--- src/sv/qsov_pkg.sv ---
`default_nettype none

package qsov_pkg;

    localparam int SENSORS = 4;

    // register indexes of the configuration port
    localparam logic REG_SIGMA = 1'b0;

    localparam logic [7:0] SIGMA_RESET = 8'd9;

    // classification of one accepted word
    typedef struct packed {
        logic [SENSORS-1:0] alive;
        logic [2:0]         cnt;
    } t_cls;

    // queue status
    typedef struct packed {
        logic full;
        logic empty;
    } t_qstat;

endpackage

`default_nettype wire

--- src/sv/qsov_front.sv ---
`default_nettype none

module qsov_front #(
    parameter int W = 24
) (
    input  wire                                  i_clk,
    input  wire                                  i_rst_n,
    input  wire                                  i_valid,
    output logic                                 o_ready,
    input  wire  [qsov_pkg::SENSORS-1:0][W-1:0]  i_smp,
    input  wire  [qsov_pkg::SENSORS-1:0]         i_fault,
    output logic                                 o_q_valid,
    input  wire                                  i_q_ready,
    output logic [qsov_pkg::SENSORS-1:0][W-1:0]  o_q_smp,
    output qsov_pkg::t_cls                       o_q_cls,
    output qsov_pkg::t_qstat                     o_stat
);

    logic [1:0][qsov_pkg::SENSORS-1:0][W-1:0] r_smp;
    qsov_pkg::t_cls [1:0]                      r_cls;
    logic                                      r_wp;
    logic                                      r_rp;
    logic [1:0]                                r_cnt;
    qsov_pkg::t_cls                            cls;
    logic                                      push;
    logic                                      pop;

    // usable sensors and their count
    always_comb begin
        cls.alive = ~i_fault;
        cls.cnt   = 3'(cls.alive[0]) + 3'(cls.alive[1]) + 3'(cls.alive[2])
                  + 3'(cls.alive[3]);
    end

    assign o_ready   = (r_cnt != 2'd2);
    assign o_q_valid = (r_cnt != 2'd0);
    assign push      = i_valid && o_ready;
    assign pop       = o_q_valid && i_q_ready;
    assign o_q_smp   = r_smp[r_rp];
    assign o_q_cls   = r_cls[r_rp];
    assign o_stat.full  = (r_cnt == 2'd2);
    assign o_stat.empty = (r_cnt == 2'd0);

    always_ff @(posedge i_clk) begin
        if (!i_rst_n) begin
            r_wp  <= 1'b0;
            r_rp  <= 1'b0;
            r_cnt <= 2'd0;
        end else begin
            if (push) begin
                r_wp <= ~r_wp;
            end
            if (pop) begin
                r_rp <= ~r_rp;
            end
            r_cnt <= r_cnt + 2'(push) - 2'(pop);
        end
    end

    always_ff @(posedge i_clk) begin
        if (push) begin
            r_smp[r_wp] <= i_smp;
            r_cls[r_wp] <= cls;
        end
    end

endmodule

`default_nettype wire

--- config.mk ---
export PLATFORM = sky130hd
export DESIGN_NAME = qsov_front
export DESIGN_NICKNAME = d
export VERILOG_FILES = /design/src/sv/qsov_pkg.sv /design/src/sv/qsov_front.sv
export SDC_FILE = /design/constraint.sdc
export NUM_CORES = 1
export LEC_CHECK = 0
export ABC_AREA = 1
export BUFFER_PORTS_ARGS = -buffer_cell sky130_fd_sc_hd__buf_2
export CORE_MARGIN = 4
export CORE_UTILIZATION = 50
export CTS_BUF_LIST = sky130_fd_sc_hd__clkbuf_2
export DETAILED_ROUTE_END_ITERATION = 10
export PLACE_DENSITY_LB_ADDON = 0.1
export SLEW_MARGIN = 0
export SYNTH_ARGS = -nofsm -noshare
export SYNTH_HDL_FRONTEND = slang
export SYNTH_SLANG_ARGS = --single-unit
--- constraint.sdc ---
create_clock -name i_clk -period 6.6 [get_ports i_clk]
set_clock_uncertainty 0.15 [all_clocks]
set_input_delay 0.33 -clock i_clk [delete_from_list [all_inputs] [get_ports i_clk]]
set_output_delay 0.33 -clock i_clk [all_outputs]
set_load 0.05 [all_outputs]
# Word-level counts from Yosys, hierarchy flattened
# Cells that the tools add are included.
dict set report word_totals {
  ff_bits 210
  input_bits 104
  output_inout_bits 107
  wordCells 43
}
dict set report op_classes {
  n_addsub 5
  order_cmp 3
  eq_ne 2
  mux 10
  bitwise_logic 3
  n_reduce_logical 5
}
# op n
set op_table {}
lappend op_table {{96-bit 2-to-1 mux} 3}
lappend op_table {{192-bit bitwise mux} 1}
lappend op_table {{96-bit demux with 1-bit select} 1}
lappend op_table {{7-bit 2-to-1 mux} 3}
lappend op_table {{14-bit bitwise mux} 1}
lappend op_table {{7-bit demux with 1-bit select} 1}
lappend op_table {{1-bit by 2-bit < comparator with 1-bit output, second input constant} 2}
lappend op_table {{4-bit inverter} 1}
lappend op_table {{2-bit by 1-bit adder with 3-bit output} 1}
lappend op_table {{3-bit by 1-bit adder with 3-bit output} 1}
lappend op_table {{1-bit logical AND} 3}
lappend op_table {{1-bit by 1-bit adder with 2-bit output} 1}
lappend op_table {{2-bit by 1-bit adder with 2-bit output} 1}
lappend op_table {{2-bit equality test, second input constant} 1}
lappend op_table {{2-bit logical NOT} 1}
lappend op_table {{2-bit != test, second input constant} 1}
lappend op_table {{1-bit inverter} 2}
lappend op_table {{2-bit nonzero test} 1}
lappend op_table {{2-bit by 1-bit subtractor with 2-bit output} 1}
lappend op_table {{1-bit >= comparator, second input constant} 1}

# Longest topological paths before layout
dict set report depth {
  depth_word 5
  depth_mapped 11
  mapped_depth_nobuf 11
}

# Worst setup path before layout
# Ideal clock, no wire load.
dict set report synth_timing {
  path_kind {reg2reg}
  from {reg r_cnt[0]}
  to {reg r_cls[0] (netlist name), enable pin}
  setup_ps 566
  t_arrival_ps 5238
  t_required_ps 5884
  path_slack_ps 646
  path_stages_with_launch 5
  path_buffers 0
  synth_period_minus_slack_ps 5954
  path_cell_list {dfxtp_1 > inv_1 > nand2_1 > nand2_1 > nor2_1}
}
dict set report synth_via {
  elab_chain_len 2
}
# element line_no
set synth_lines {}
lappend synth_lines {{from (decl)} qsov_front.sv:23} ;# logic [1:0] r_cnt;
lappend synth_lines {{from (signal assigned)} qsov_front.sv:56} ;# r_cnt <= r_cnt + 2'(push) - 2'(pop);
lappend synth_lines {{2-bit != test} qsov_front.sv:35} ;# assign o_ready = (r_cnt != 2'd2);
lappend synth_lines {{named net o_ready} qsov_front.sv:9} ;# output logic o_ready,
lappend synth_lines {{1-bit logical AND} qsov_front.sv:37} ;# assign push = i_valid && o_ready;
lappend synth_lines {{to (signal, indexed assignment)} qsov_front.sv:63} ;# r_cls[r_wp] <= cls;
lappend synth_lines {{to (decl)} qsov_front.sv:20} ;# qsov_pkg::t_cls [1:0] r_cls;
# The timed path passes the listed nets, and every way through them passes these cells.
# A chain may end at the register's enable or synchronous reset.

==> results_tabular.tex <==
\begin{tabular}{lr}
\hline
Metric & Value \\
\hline
\multicolumn{2}{l}{\textbf{Run status}} \\
\quad Status & finished clean \\
\multicolumn{2}{l}{\textbf{Pwr}} \\
\quad Fraction of power consumed by the clock network & 19.0\% \\
\quad Ratio of total power to cell area & around 390 nW/um\^{}2 \\
\quad Register share of total power & 43.3\% \\
\quad Switching part of the total power & approximately 40\% \\
\quad Worst-case vdd ir drop & 0.222 mV \\
\quad Design internal power & 2470 uW \\
\quad Proportion of power drawn by combinational gates & $\sim$38\% \\
\quad P\_sw & approximately 1600 uW \\
\quad Leakage component of the power & about 0.0043 uW \\
\quad Power after layout & between 4000 and 5000 uW \\
\multicolumn{2}{l}{\textbf{GRT}} \\
\quad Initial antenna violation count & 0 \\
\quad Via count of the first global-routing pass & 5102 \\
\quad Largest net degree at the start of global routing & between 60 and 70 \\
\quad Global route overflow & 0 \\
\quad Global-route wire length before repair & between 20000 and 25000 um \\
\quad Overall Global Routing Usage & around 17\% \\
\multicolumn{2}{l}{\textbf{Route}} \\
\quad Iter 0 DRT Violations & roughly 230 \\
\quad Antenna viol nets, final & 0 \\
\quad Vias & 4588 \\
\quad First-pass iteration count of the detailed router & 4 \\
\quad Detail-routed via count per cell & $\sim$4.7 \\
\quad Total length of routed wires & roughly 16000 um \\
\quad Detailed-route DRC error count & 0 \\
\quad Average wire per standard cell & roughly 16 um \\
\multicolumn{2}{l}{\textbf{Floorplanning}} \\
\quad Total die area & 17900 um\^{}2 \\
\quad Width of the die & approximately 130 um \\
\quad Cell row count & 45 \\
\quad Initial cell density of the core & approximately half \\
\quad Vertical extent of the die & around 130 um \\
\quad Area of the core region & 15400 um\^{}2 \\
\quad \# IOs & $\sim$210 \\
\multicolumn{2}{l}{\textbf{Timing}} \\
\quad Slew @ Worst Pin & roughly 1.1 ns \\
\quad Hold violation count in the final report & 0 \\
\quad RSZ-0062 raised after global routing & false \\
\quad Max-slew headroom at the worst pin & between 20\% and 30\% \\
\quad Maximum frequency from static timing analysis & roughly 280 MHz \\
\quad Aggregate negative setup slack & 0 ns \\
\quad Min Hold Slack & around 0.16 ns \\
\quad Fin. max-slew vios & 0 \\
\quad Number of endpoints failing setup at the final stage & 0 \\
\quad Post-layout minimum cycle time & around 3.6 ns \\
\quad Period utilisation layout & around 54\% \\
\multicolumn{2}{l}{\textbf{Hold path}} \\
\quad Worst min-delay path category & in -> reg \\
\quad Instance count along the most critical hold path & 2 \\
\quad Worst Hold End & r\_smp[112]\$\_DFFE\_PP\_ \\
\quad Hold Startpoint & i\_smp[16] \\
\multicolumn{2}{l}{\textbf{Run}} \\
\quad Maximum capacitance violations & 0 \\
\multicolumn{2}{l}{\textbf{Cells and area}} \\
\quad End-of-flow core utilization & 69.3\% \\
\quad Ratio of cells with drive above 1 in the final layout & 52.2\% \\
\quad Area Overhead vs Synth & 34.4\% \\
\quad Nets@finish & 833 \\
\quad Final cell count without fillers & 975 \\
\multicolumn{2}{l}{\textbf{Placement}} \\
\quad Count of buffers from port buffering & 210 \\
\quad Placer congestion estimate & about 0.75 \\
\quad DP HPWL & around 9400 um \\
\quad Number of placed cells counting well taps & approximately 780 \\
\multicolumn{2}{l}{\textbf{Synthesis}} \\
\quad Portion of netlist area occupied by mux cells & around 17\% \\
\quad Syn Inst Count & between 300 and 400 \\
\quad Main combinational cell family by area after synthesis & multiplexers \\
\quad Mapped Nets & around 480 \\
\quad Sequential element share of the synthesized area & between 70\% and 80\% \\
\quad Xor and xnor area share after synthesis & 0\% \\
\quad Post-synthesis compound-gate area fraction & less than 1\% \\
\quad Synth Area per Inst & 21.6 um\^{}2 \\
\quad Fraction of the mapped netlist area in simple logic gates & 0.948\% \\
\quad Synthesized cell area & around 7900 um\^{}2 \\
\quad Flip-flop and latch count after synthesis & 210 \\
\quad Number of distinct library cells after synthesis & 13 \\
\quad Number of warning messages in the yosys log & 0 \\
\quad Adder and majority cell fraction of the synthesized area & less than 1\% \\
\multicolumn{2}{l}{\textbf{Clock tree}} \\
\quad Total CTS buffers & between 50 and 60 \\
\quad Clock transition at the register clock pins on the worst setup and hold paths after CTS & 0.11 ns \\
\quad Root buffer cell & sky130\_fd\_sc\_hd\_\_clkbuf\_2 \\
\quad CTS max path bufs & 3 \\
\quad Skew-Pair Late Insertion Delay & 0.73 ns \\
\quad CTS HTree Levels & 2 \\
\quad CTS tree & done \\
\quad Number of post-CTS setup repair buffers & 0 \\
\quad CTS sink cnt & between 200 and 250 \\
\multicolumn{2}{l}{\textbf{Setup path}} \\
\quad Slack of the worst reg-to-reg path & approximately 3.6 ns \\
\quad Required time at the endpoint of the critical path & $\sim$6.1 ns \\
\quad Delay of the slowest critical-path stage & just over 0.9 ns \\
\quad Crit path launch type & flip-flop \\
\quad CP Data Arrival Time & between 3 and 4 ns \\
\quad Slowest CP cell & sky130\_fd\_sc\_hd\_\_dfxtp\_4 \\
\quad Critical path type & reg -> out \\
\quad Source of the worst register-to-register timing path & r\_cnt[0]\$\_SDFF\_PN0\_ \\
\quad Critical Path, Cell by Cell & buf\_4, mux2\_2, buf\_2 \\
\quad Maximum fanout encountered on the critical timing path & 59 \\
\quad RR Endpoint & r\_smp[59]\$\_DFFE\_PP\_ \\
\quad Register-to-Register Path Depth & 5 \\
\quad Endpoint kind of the worst setup timing path & output port \\
\hline
\end{tabular}
[layer usage]
metal | track usage (%) | up-vias | wire length, um
met1 | 19.3 | 2203 | 6280
met3 | 6.19 | 29 | 1180
li1 | - | 2172 | -
met2 | 30.4 | 184 | 7980
met4 | 6.17 | 0 | 303
met5 | 0 | - | 0
[area by class of cell]
type | count | area, um^2
multi-input combinational | 129 | 1500
clock buffer | 76 | 380
fill | 1042 | 4720
tap | 211 | 264
antenna | 1 | 2.50
clock inverter | 17 | 65.1
inverter | 15 | 58.8
sequential | 210 | 6270
timing repair buffer | 316 | 2100
[placed cells by master, fill, tap and decap left out]
| cell type | netlist | final |
|---|---|---|
| sky130_fd_sc_hd__a21oi_1 | 2 | 2 |
| sky130_fd_sc_hd__buf_2 | 5 | 210 |
| sky130_fd_sc_hd__buf_4 | 0 | 3 |
| sky130_fd_sc_hd__clkbuf_2 | 0 | 76 |
| sky130_fd_sc_hd__clkinv_1 | 0 | 14 |
| sky130_fd_sc_hd__clkinv_2 | 0 | 1 |
| sky130_fd_sc_hd__dfxtp_1 | 4 | 3 |
| sky130_fd_sc_hd__dfxtp_4 | 0 | 1 |
| sky130_fd_sc_hd__diode_2 | 0 | 1 |
| sky130_fd_sc_hd__dlygate4sd3_1 | 0 | 103 |
| sky130_fd_sc_hd__edfxtp_1 | 206 | 206 |
| sky130_fd_sc_hd__fa_1 | 1 | 1 |
| sky130_fd_sc_hd__ha_1 | 4 | 4 |
| sky130_fd_sc_hd__inv_1 | 15 | 14 |
| sky130_fd_sc_hd__inv_2 | 0 | 2 |
| sky130_fd_sc_hd__inv_4 | 0 | 1 |
| sky130_fd_sc_hd__mux2_2 | 55 | 55 |
| sky130_fd_sc_hd__mux2_4 | 48 | 48 |
| sky130_fd_sc_hd__nand2_1 | 9 | 9 |
| sky130_fd_sc_hd__nand3_1 | 3 | 3 |
| sky130_fd_sc_hd__nor2_1 | 7 | 6 |
| sky130_fd_sc_hd__nor2_4 | 0 | 1 |
[Yosys cell counts]
library cell	count	share of area, %
sky130_fd_sc_hd__edfxtp_1	206	78
sky130_fd_sc_hd__mux2_2	55	7.8
sky130_fd_sc_hd__mux2_4	48	9.1
sky130_fd_sc_hd__inv_1	15	0.71
sky130_fd_sc_hd__nand2_1	9	0.43
sky130_fd_sc_hd__buf_6	7	1.0
sky130_fd_sc_hd__nor2_1	7	0.33
sky130_fd_sc_hd__buf_2	5	0.32
sky130_fd_sc_hd__dfxtp_1	4	1.0
sky130_fd_sc_hd__ha_1	4	0.63
sky130_fd_sc_hd__nand3_1	3	0.19
sky130_fd_sc_hd__a21oi_1	2	0.13
sky130_fd_sc_hd__fa_1	1	0.25
[power by group through the flow]
| stage | registers, uW | logic, uW | clock network [uW] |
|---|---|---|---|
| 2_1_floorplan | 1780 | 1260 | 0 |
| 3_3_place_gp | 1810 | 1510 | 0 |
| 3_5_place_dp | 1820 | 1520 | 0 |
| 4_1_cts | 1790 | 1570 | 821 |
| 5_1_grt | 1810 | 1630 | 899 |
| 6_report | 1780 | 1560 | 783 |
[sequential cells by signal (all words and copies together) (netlist names)]
| register | cells |
|---|---|
| r_smp | 192 |
| r_cls | 14 |
| r_cnt | 2 |
| r_rp | 1 |
| r_wp | 1 |
[worst max-delay path, delay by kind of cell (launching register included)]
kind,cells,cell delay [ns]
flip-flops,1,0.91
buffers and inverters,2,1.01
multiplexers,1,0.44
[repair_timing]
action                                  in CTS  in global routing
hold buffers                               103                  0
endpoints found under the hold margin      210                  0
gates resized for setup                      0                  0
endpoints found under the setup margin       0                  0
[how the worst max path moves through the flow]
stage	start	to	slack [ns]
floorplan	r_cnt[0]$_SDFF_PN0_	r_cls[0]$_DFFE_PP_	0.65
global placement	r_cnt[0]$_SDFF_PN0_	r_smp[59]$_DFFE_PP_	3.64
detailed placement	r_cnt[0]$_SDFF_PN0_	r_smp[57]$_DFFE_PP_	3.57
CTS	r_rp$_SDFFE_PN0P_	o_q_smp[46]	2.84
global route	r_rp$_SDFFE_PN0P_	o_q_smp[46]	2.73
finish	r_rp$_SDFFE_PN0P_	o_q_smp[46]	3.00
[metrics by stage]
step / setup slack (ns) / cell area (um^2)
detailed placement: 3.57 / 9170
finish: 3.00 / 10600
CTS: 2.84 / 10600
floorplan: 0.646 / 7920
global route: 2.73 / 10600
global placement: 3.64 / 9170
[cells by family after synthesis]
| kind of cell | count (synthesis) |
|---|---|
| buf+inv | 27 |
| mux | 103 |
| flops | 210 |
| fa+ha+maj | 5 |
| compound gates | 2 |
| simple gates | 19 |
Note: power is estimated with default switching activity, not from simulation.
